**config.mk**
```make
export PLATFORM = sky130hd
export DESIGN_NAME = gsa_controller
export DESIGN_NICKNAME = d
export VERILOG_FILES = /design/src/rtl/gsa_pkg.sv /design/src/rtl/gsa_controller.sv
export SDC_FILE = /design/constraint.sdc
export NUM_CORES = 1
export LEC_CHECK = 0
export BUFFER_PORTS_ARGS = -buffer_cell sky130_fd_sc_hd__buf_2
export CAP_MARGIN = 20
export CORE_AREA = 5 5 42 44
export CTS_CLUSTER_DIAMETER = 30
export CTS_CLUSTER_SIZE = 20
export DETAILED_ROUTE_END_ITERATION = 8
export DIE_AREA = 0 0 47 49
export SYNTH_ARGS = -nofsm -noshare
export SYNTH_HDL_FRONTEND = slang
export SYNTH_SLANG_ARGS = --single-unit
```
**constraint.sdc**
```tcl
create_clock -name i_clk -period 3.2 [get_ports i_clk]
set_clock_uncertainty 0.05 [all_clocks]
set_input_delay 0.16 -clock i_clk [delete_from_list [all_inputs] [get_ports i_clk]]
set_output_delay 0.16 -clock i_clk [all_outputs]
set_load 0.1 [all_outputs]
```
**src/rtl/gsa_pkg.sv**
```systemverilog
package gsa_pkg;

    localparam int SLOTS_DEFAULT = 256;

    localparam int KIND_W   = 3;
    localparam int IDX_W    = 8;
    localparam int GEN_W    = 32;
    localparam int STATUS_W = 2;
    localparam int CAP_W    = 9;
    localparam int LIVE_W   = 9;

    localparam logic [CAP_W-1:0] CAP_RESET = 9'd256;

    localparam logic [KIND_W-1:0] KIND_ALLOC    = 3'd0;
    localparam logic [KIND_W-1:0] KIND_RELEASE  = 3'd1;
    localparam logic [KIND_W-1:0] KIND_CHECK    = 3'd2;
    localparam logic [KIND_W-1:0] KIND_SET_FLAG = 3'd3;
    localparam logic [KIND_W-1:0] KIND_GET_FLAG = 3'd4;

    localparam logic [STATUS_W-1:0] STATUS_OK      = 2'd0;
    localparam logic [STATUS_W-1:0] STATUS_FULL    = 2'd1;
    localparam logic [STATUS_W-1:0] STATUS_INVALID = 2'd2;

    typedef enum logic [1:0] {
        S_IDLE,
        S_FETCH,
        S_POP,
        S_EXEC
    } t_state;

    typedef struct packed {
        logic             alive;
        logic             flag;
        logic [GEN_W-1:0] gen;
    } t_entry;

    typedef struct packed {
        logic capture;
        logic stack_rd;
        logic tab_rd;
        logic tab_from_stack;
        logic exec;
    } t_cmd;

    typedef struct packed {
        logic is_alloc;
        logic stack_nonempty;
        logic out_free;
    } t_stat;

endpackage

```
**src/rtl/gsa_controller.sv**
```systemverilog
module gsa_controller (
    input  logic          i_clk,
    input  logic          i_rst_n,
    input  logic          i_in_valid,
    output logic          o_in_ready,
    input  gsa_pkg::t_stat i_stat,
    output gsa_pkg::t_cmd  o_cmd
);
    import gsa_pkg::*;

    t_state r_state;
    t_state n_state;

    always_ff @(posedge i_clk) begin
        if (!i_rst_n) begin
            r_state <= S_IDLE;
        end else begin
            r_state <= n_state;
        end
    end

    always_comb begin
        n_state    = r_state;
        o_in_ready = 1'b0;
        o_cmd      = '0;
        unique case (r_state)
            S_IDLE: begin
                o_in_ready = 1'b1;
                if (i_in_valid) begin
                    o_cmd.capture = 1'b1;
                    n_state       = S_FETCH;
                end
            end
            S_FETCH: begin
                o_cmd.tab_rd = 1'b1;
                if (i_stat.is_alloc && i_stat.stack_nonempty) begin
                    o_cmd.stack_rd = 1'b1;
                    n_state        = S_POP;
                end else begin
                    n_state = S_EXEC;
                end
            end
            S_POP: begin
                o_cmd.tab_rd         = 1'b1;
                o_cmd.tab_from_stack = 1'b1;
                n_state              = S_EXEC;
            end
            S_EXEC: begin
                if (i_stat.out_free) begin
                    o_cmd.exec = 1'b1;
                    n_state    = S_IDLE;
                end
            end
            default: begin
                n_state = S_IDLE;
            end
        endcase
    end

    a_accept_to_fetch: assert property (@(posedge i_clk) disable iff (!i_rst_n)
        (o_in_ready && i_in_valid) |=> (r_state == S_FETCH))
        else $error("accepted item did not start a lookup");

    a_exec_needs_room: assert property (@(posedge i_clk) disable iff (!i_rst_n)
        o_cmd.exec |-> i_stat.out_free)
        else $error("result issued while output register is occupied");

    a_pop_after_fetch: assert property (@(posedge i_clk) disable iff (!i_rst_n)
        (r_state == S_POP) |-> ($past(r_state) == S_FETCH))
        else $error("stack pop not preceded by fetch");

endmodule

```
Yosys cells after proc, flatten, opt, wreduce, memory -nomap -nowiden
Cells that the tools add are included.

Equality and inequality tests: 5. Multiplexer cells: 13. Reductions and logical operators: 4.

Operators by type and width (number): $mux W1 (10); $pmux W2 S4 (1); $eq A2 B2 Y1 const B (2); $mux W2 (2); $ne A2 B2 Y1 const B (2); $eq A2 B1 Y1 const B (1); $logic_not A2 Y1 (1); $reduce_and A2 Y1 (1); $reduce_or A2 Y1 (1); $logic_and A1 B1 Y1 (1).

Bits in registers: 2. Output and inout bits: 6. Logic and storage cells: 23.

Logic depth before layout (Yosys ltp)
Gate-level depths: netlist of the first run.

Depth in word-level cells: 3. Mapped depth: 5. Gate-level depth less buffers: 5.

Worst setup path before layout of the first run
Ideal clock, no wire load.

Path kind: flip-flop to output port. From: register r_state[0]. To: output port o_cmd[4] (netlist bit). Arrival time: 1.894 ns. Required time: 2.990 ns. Slack: 1.096 ns. Stages on the path, launching flop included: 4. Cells stage by stage: dfxtp_1 > inv_1 > ha_1 > and2_2.

RTL lines: start: declaration (line gsa_controller.sv:11) `t_state r_state;`; start signal: assignment (line gsa_controller.sv:18) `r_state <= n_state;`; end: declaration (line gsa_controller.sv:7) `output gsa_pkg::t_cmd o_cmd`.

==> results_dict.tcl, run 1 <==
set metrics [dict create \
    fin_nets 49 \
    overflow 0 \
    yosysSeqAreaShare_pct 19.9 \
    cts_tree "yes" \
    cpMaxStageDelayCell "buf_2" \
    dp.cells 50 \
    multi_input_area_um2 143 \
    hold_violations 0 \
    fin_util_pct 20.8 \
    finalMaxSlewViolations 0 \
    rows 14 \
    drtIter0Drc 0 \
    finalNonFillerCells 53 \
    cp.arrival_ps 1440 \
    cts_buffers 3 \
    fillers 177 \
    grt.total_usage_pct 5.34 \
    dr_total_vias 197 \
    hp-class "in2reg" \
    startpoint_type "flop" \
    fin_crit_sh_pct 51.4 \
    maxCapViolations 0 \
    routed_wl_um 458 \
    path_class "reg2out" \
    muxShareOfSynthArea_pct 5.59 \
    wl_per_cell_um 8.64 \
    crit_family "buffers and inverters" \
    dpl.hpwl_um 399 \
    clk_pin_slew_ps 30 \
    rsz0062_at_grt "false" \
    post_cts_resize_count 0 \
    fin_setup_tns_ps 0 \
    coreArea_mm2 0.00140 \
    reg.largest.list "r_state: 2 flops" \
    cts-root-buf "clkbuf_4" \
    ctsHoldBuffers 0 \
    viasPerCell 3.72 \
    cts_setup_buffers 0 \
    antenna_found_initial 0 \
    setup.worst_path.end_class "output pin" \
    synth_nets 34 \
    final_antenna_net_count 0 \
    grt_first_pass_wirelength_um 814 \
    synth_top_area_share_pct 24.8 \
    crit_chain "inv_1, ha_1, and2_2, buf_2" \
    syn-cell-area_um2 201 \
    dieArea_mm2 0.00230 \
    clockBufferDepth 2 \
    largest_reg_flops 2 \
    first_global_vias 203 \
    largest-register "r_state" \
    worst-path-buf-inv 2 \
    synth_top_family_by_area "simple AND/OR/NAND/NOR gates" \
    syn_to_final_growth_pct 44.7 \
    slew_headroom_pct 67.7 \
    tightest_slew_ps 488 \
    synth_fa_ha_area_share_pct 24.8 \
    period_needed_ps 1650 \
    synth_top_area_cell "ha_1" \
    initial_core_util_pct 14.4 \
    synth_cell_types 16 \
    die_h_um 49 \
    avgSynthCellArea_um2 8.39 \
    first_pass_iters 1 \
    die_x_um 47 \
    synth_compound_area_share_pct 14.9 \
    gp_congestion 0.651 \
    synthTopCellsByArea "ha_1, dfxtp_1, or2b_1" \
    drive_gt1_share_pct 43.2 \
    fmax_mhz 607 \
    diodes 0 \
    numPortBuffers 11 \
    clock_latency_ps 220 \
    cp.required_ps 2990 \
    synth-simple-area-share_pct 25.5 \
    remaining_drc_errors 0 \
    netlist_instances 24 \
    outcome "completed" \
    synth_xor_area_share_pct 0 \
    setup_viol 0 \
    io_pins 12 \
    ff_latch_area_um2 40.0 \
    clock-sinks 2 \
    ys_ff_latch 2 \
    cp_max_fo 5 \
    cts-htree-levels 1 \
    grt_max_degree 6 \
    max_stage_delay_ps 410 \
    ys_warn_count 0 \
]
==> through the flow <==
step	area (um^2)	hold WS [ps]	worst slack, ps
6_report	292	142	1550
5_1_grt	292	137	1430
4_1_cts	292	139	1530
3_5_place_dp	269	376	1770
3_3_place_gp	269	367	1780
2_1_floorplan	201	250	1100
==> cell usage after synthesis (all sizes together) <==
cell type / number
a21o: 1
a21oi: 2
a311oi: 1
and2: 2
and3: 1
buf: 1
dfxtp: 2
ha: 4
inv: 3
mux2: 1
nand2: 2
nand3: 1
nor2: 1
or2b: 2
==> worst reg2reg max path, cell delays in order, from the launching register on <==
cell      delay [ps]
dfxtp_1          360
inv_1             90
ha_1             250
mux2_1           320
a21oi_1          150
a311oi_1          60
==> kinds of logic after synthesis <==
kind of cell / after synthesis
AND/OR/NAND/NOR: 9
AO/OA/AOI/OAI: 4
buffers and inverters: 4
adder cells (fa/ha/maj): 4
flip-flops: 2
multiplexers: 1
==> layout make-up <==
cell class / instances / share of cell area (%)
multi-input cells: 18 / 48.9
repair buffers: 11 / 18.9
flip-flops and latches: 2 / 13.7
clock buffers: 3 / 7.73
well taps: 16 / 6.87
inverters: 3 / 3.86
==> layout by cell type, fill, tap and decap left out, drive strengths merged <==
| cell type | n |
|---|---|
| nand3 | 1 |
| buf | 11 |
| a21oi | 2 |
| and2 | 2 |
| a21o | 1 |
| mux2 | 1 |
| nand2 | 2 |
| ha | 4 |
| nor2 | 1 |
| inv | 3 |
| dfxtp | 2 |
| a311oi | 1 |
| clkbuf | 3 |
| or2b | 2 |
| and3 | 1 |
==> layer usage <==
metal  global-route usage (%)  wire length (um)  vias to the layer above
li1                         -                 -                      105
met1                     4.59               150                       86
met2                     7.24               240                        6
met3                     5.17                67                        0
met4                     4.15                 0                        0
met5                        0                 0                        -
==> path summary, 6_finish.rpt <==
kind	to	cells after the start	from	slack (ps)
max	o_cmd[4]	4	r_state[1]$_SDFFE_PN0P_	1550
min	r_state[1]$_SDFFE_PN0P_	3	i_rst_n	140
max reg2reg	r_state[0]$_SDFFE_PN0P_	5	r_state[0]$_SDFFE_PN0P_	1790
min reg2reg	r_state[0]$_SDFFE_PN0P_	2	r_state[0]$_SDFFE_PN0P_	510
Power of run 1 is left out: the tool's default activity adds up to more than one toggle a clock period on the data nets, which glitch-free logic cannot reach.
==> run 2, diff against run 1 <==
- clock period: 3.2 -> 1.65 ns (I/O delays scaled with it)
==> results_dict.tcl, run 2 (same netlist as run 1, synthesis figures left out) <==
set metrics [dict create \
    grt_first_pass_wirelength_um 779 \
    coreArea_mm2 0.00140 \
    cts_buffers 3 \
    diodes 0 \
    die_x_um 47 \
    layout_commonest_cell "buf_2" \
    clockBufferDepth 2 \
    drtIter0Drc 0 \
    dieArea_mm2 0.00230 \
    remaining_drc_errors 0 \
    path_class "reg2out" \
    cp.arrival_ps 1400 \
    clock-sinks 2 \
    setup_viol 0 \
    regToRegSetupSlack_ps 300 \
    cp_max_fo 4 \
    r2r_end "r_state[0]$_SDFFE_PN0P_" \
    preCtsSetupSlack_ps 297 \
    clk_pin_slew_ps 30 \
    first_global_vias 178 \
    fin_crit_sh_pct 92.9 \
    hold_violations 0 \
    grt_max_degree 6 \
    period_needed_ps 1530 \
    tightest_slew_ps 488 \
    fillers 166 \
    reg.largest.list "r_state: 2 flops" \
    dr_total_vias 193 \
    whs_path_depth 3 \
    routed_wl_um 458 \
    cts-root-buf "clkbuf_4" \
    fmax_mhz 653 \
    finalMaxSlewViolations 0 \
    largest_reg_flops 2 \
    ff2ff_path_depth 5 \
    outcome "completed" \
    largest-register "r_state" \
    syn_to_final_growth_pct 58.4 \
    fin_nets 49 \
    mostFrequentLayoutCells "buf_2, inv_1, ha_1, clkbuf_4" \
    cts_setup_buffers 0 \
    slew_headroom_pct 67.7 \
    reg2reg_from "r_state[0]$_SDFFE_PN0P_" \
    viasPerCell 3.64 \
    multi_input_area_um2 155 \
    worstHoldStart "i_rst_n" \
    cts-htree-levels 1 \
    initial_core_util_pct 14.4 \
    antenna_found_initial 0 \
    fin_util_pct 22.8 \
    drive_gt1_share_pct 45.9 \
    startpoint_type "flop" \
    worst_hold_slack_ps 64.5 \
    setup.worst_path.end_class "output pin" \
    io_pins 12 \
    setup_slack_ps 118 \
    rsz0062_at_grt "false" \
    die_h_um 49 \
    gp_congestion 0.718 \
    cts_tree "yes" \
    final_antenna_net_count 0 \
    wl_per_cell_um 8.64 \
    overflow 0 \
    holdPathEnd "r_state[1]$_SDFFE_PN0P_" \
    numPortBuffers 11 \
    clock_latency_ps 220 \
    post_cts_resize_count 0 \
    ctsHoldBuffers 0 \
    ff_latch_area_um2 40.0 \
    hp-class "in2reg" \
    maxCapViolations 0 \
    grt.total_usage_pct 5.13 \
    cp.required_ps 1520 \
    first_pass_iters 1 \
    fin_setup_tns_ps 0 \
    rows 14 \
]
## run 2: cell count changes in the layout (fill, tap and decap cells not counted)
| cell | delta |
|---|---|
| ha_1 | -1 |
| buf_12 | +1 |
| buf_2 | -1 |
| ha_4 | +1 |
## run 2: final cells by class
cell class              instances  area share (%)
clock buffers                   3            7.06
inverters                       3            3.53
multi-input cells              18            48.6
flip-flops and latches          2            12.5
well taps                      16            6.27
repair buffers                 11            22.0
## run 2: through the flow
step                      instances  cell area, um^2
after global routing             53              319
after global placement           50              297
after CTS                        53              319
after floorplan                  24              214
final                            53              319
after detailed placement         50              297
## run 2: worst max path at each step
stage	from	end
2_1_floorplan	r_state[0]$_SDFFE_PN0P_	r_state[0]$_SDFFE_PN0P_
3_3_place_gp	r_state[0]$_SDFFE_PN0P_	r_state[0]$_SDFFE_PN0P_
3_5_place_dp	r_state[0]$_SDFFE_PN0P_	r_state[0]$_SDFFE_PN0P_
4_1_cts	r_state[0]$_SDFFE_PN0P_	o_cmd[2]
5_1_grt	r_state[1]$_SDFFE_PN0P_	o_cmd[4]
6_report	r_state[0]$_SDFFE_PN0P_	o_cmd[2]
## run 2: metal layers
| metal | global-route usage [%] | vias to the layer above | share of wire [%] |
|---|---|---|---|
| met5 | 0 | - | 0 |
| met4 | 4.15 | 0 | 0 |
| met3 | 4.43 | 0 | 13 |
| met2 | 5.66 | 8 | 42 |
| met1 | 5.90 | 78 | 45 |
| li1 | - | 107 | - |
## run 2: critical path, stage by stage (launching register included)
cell     delay (ps)
dfxtp_1         370
inv_1           120
ha_4            270
buf_2           410
Power of run 2 is left out for the same reason.
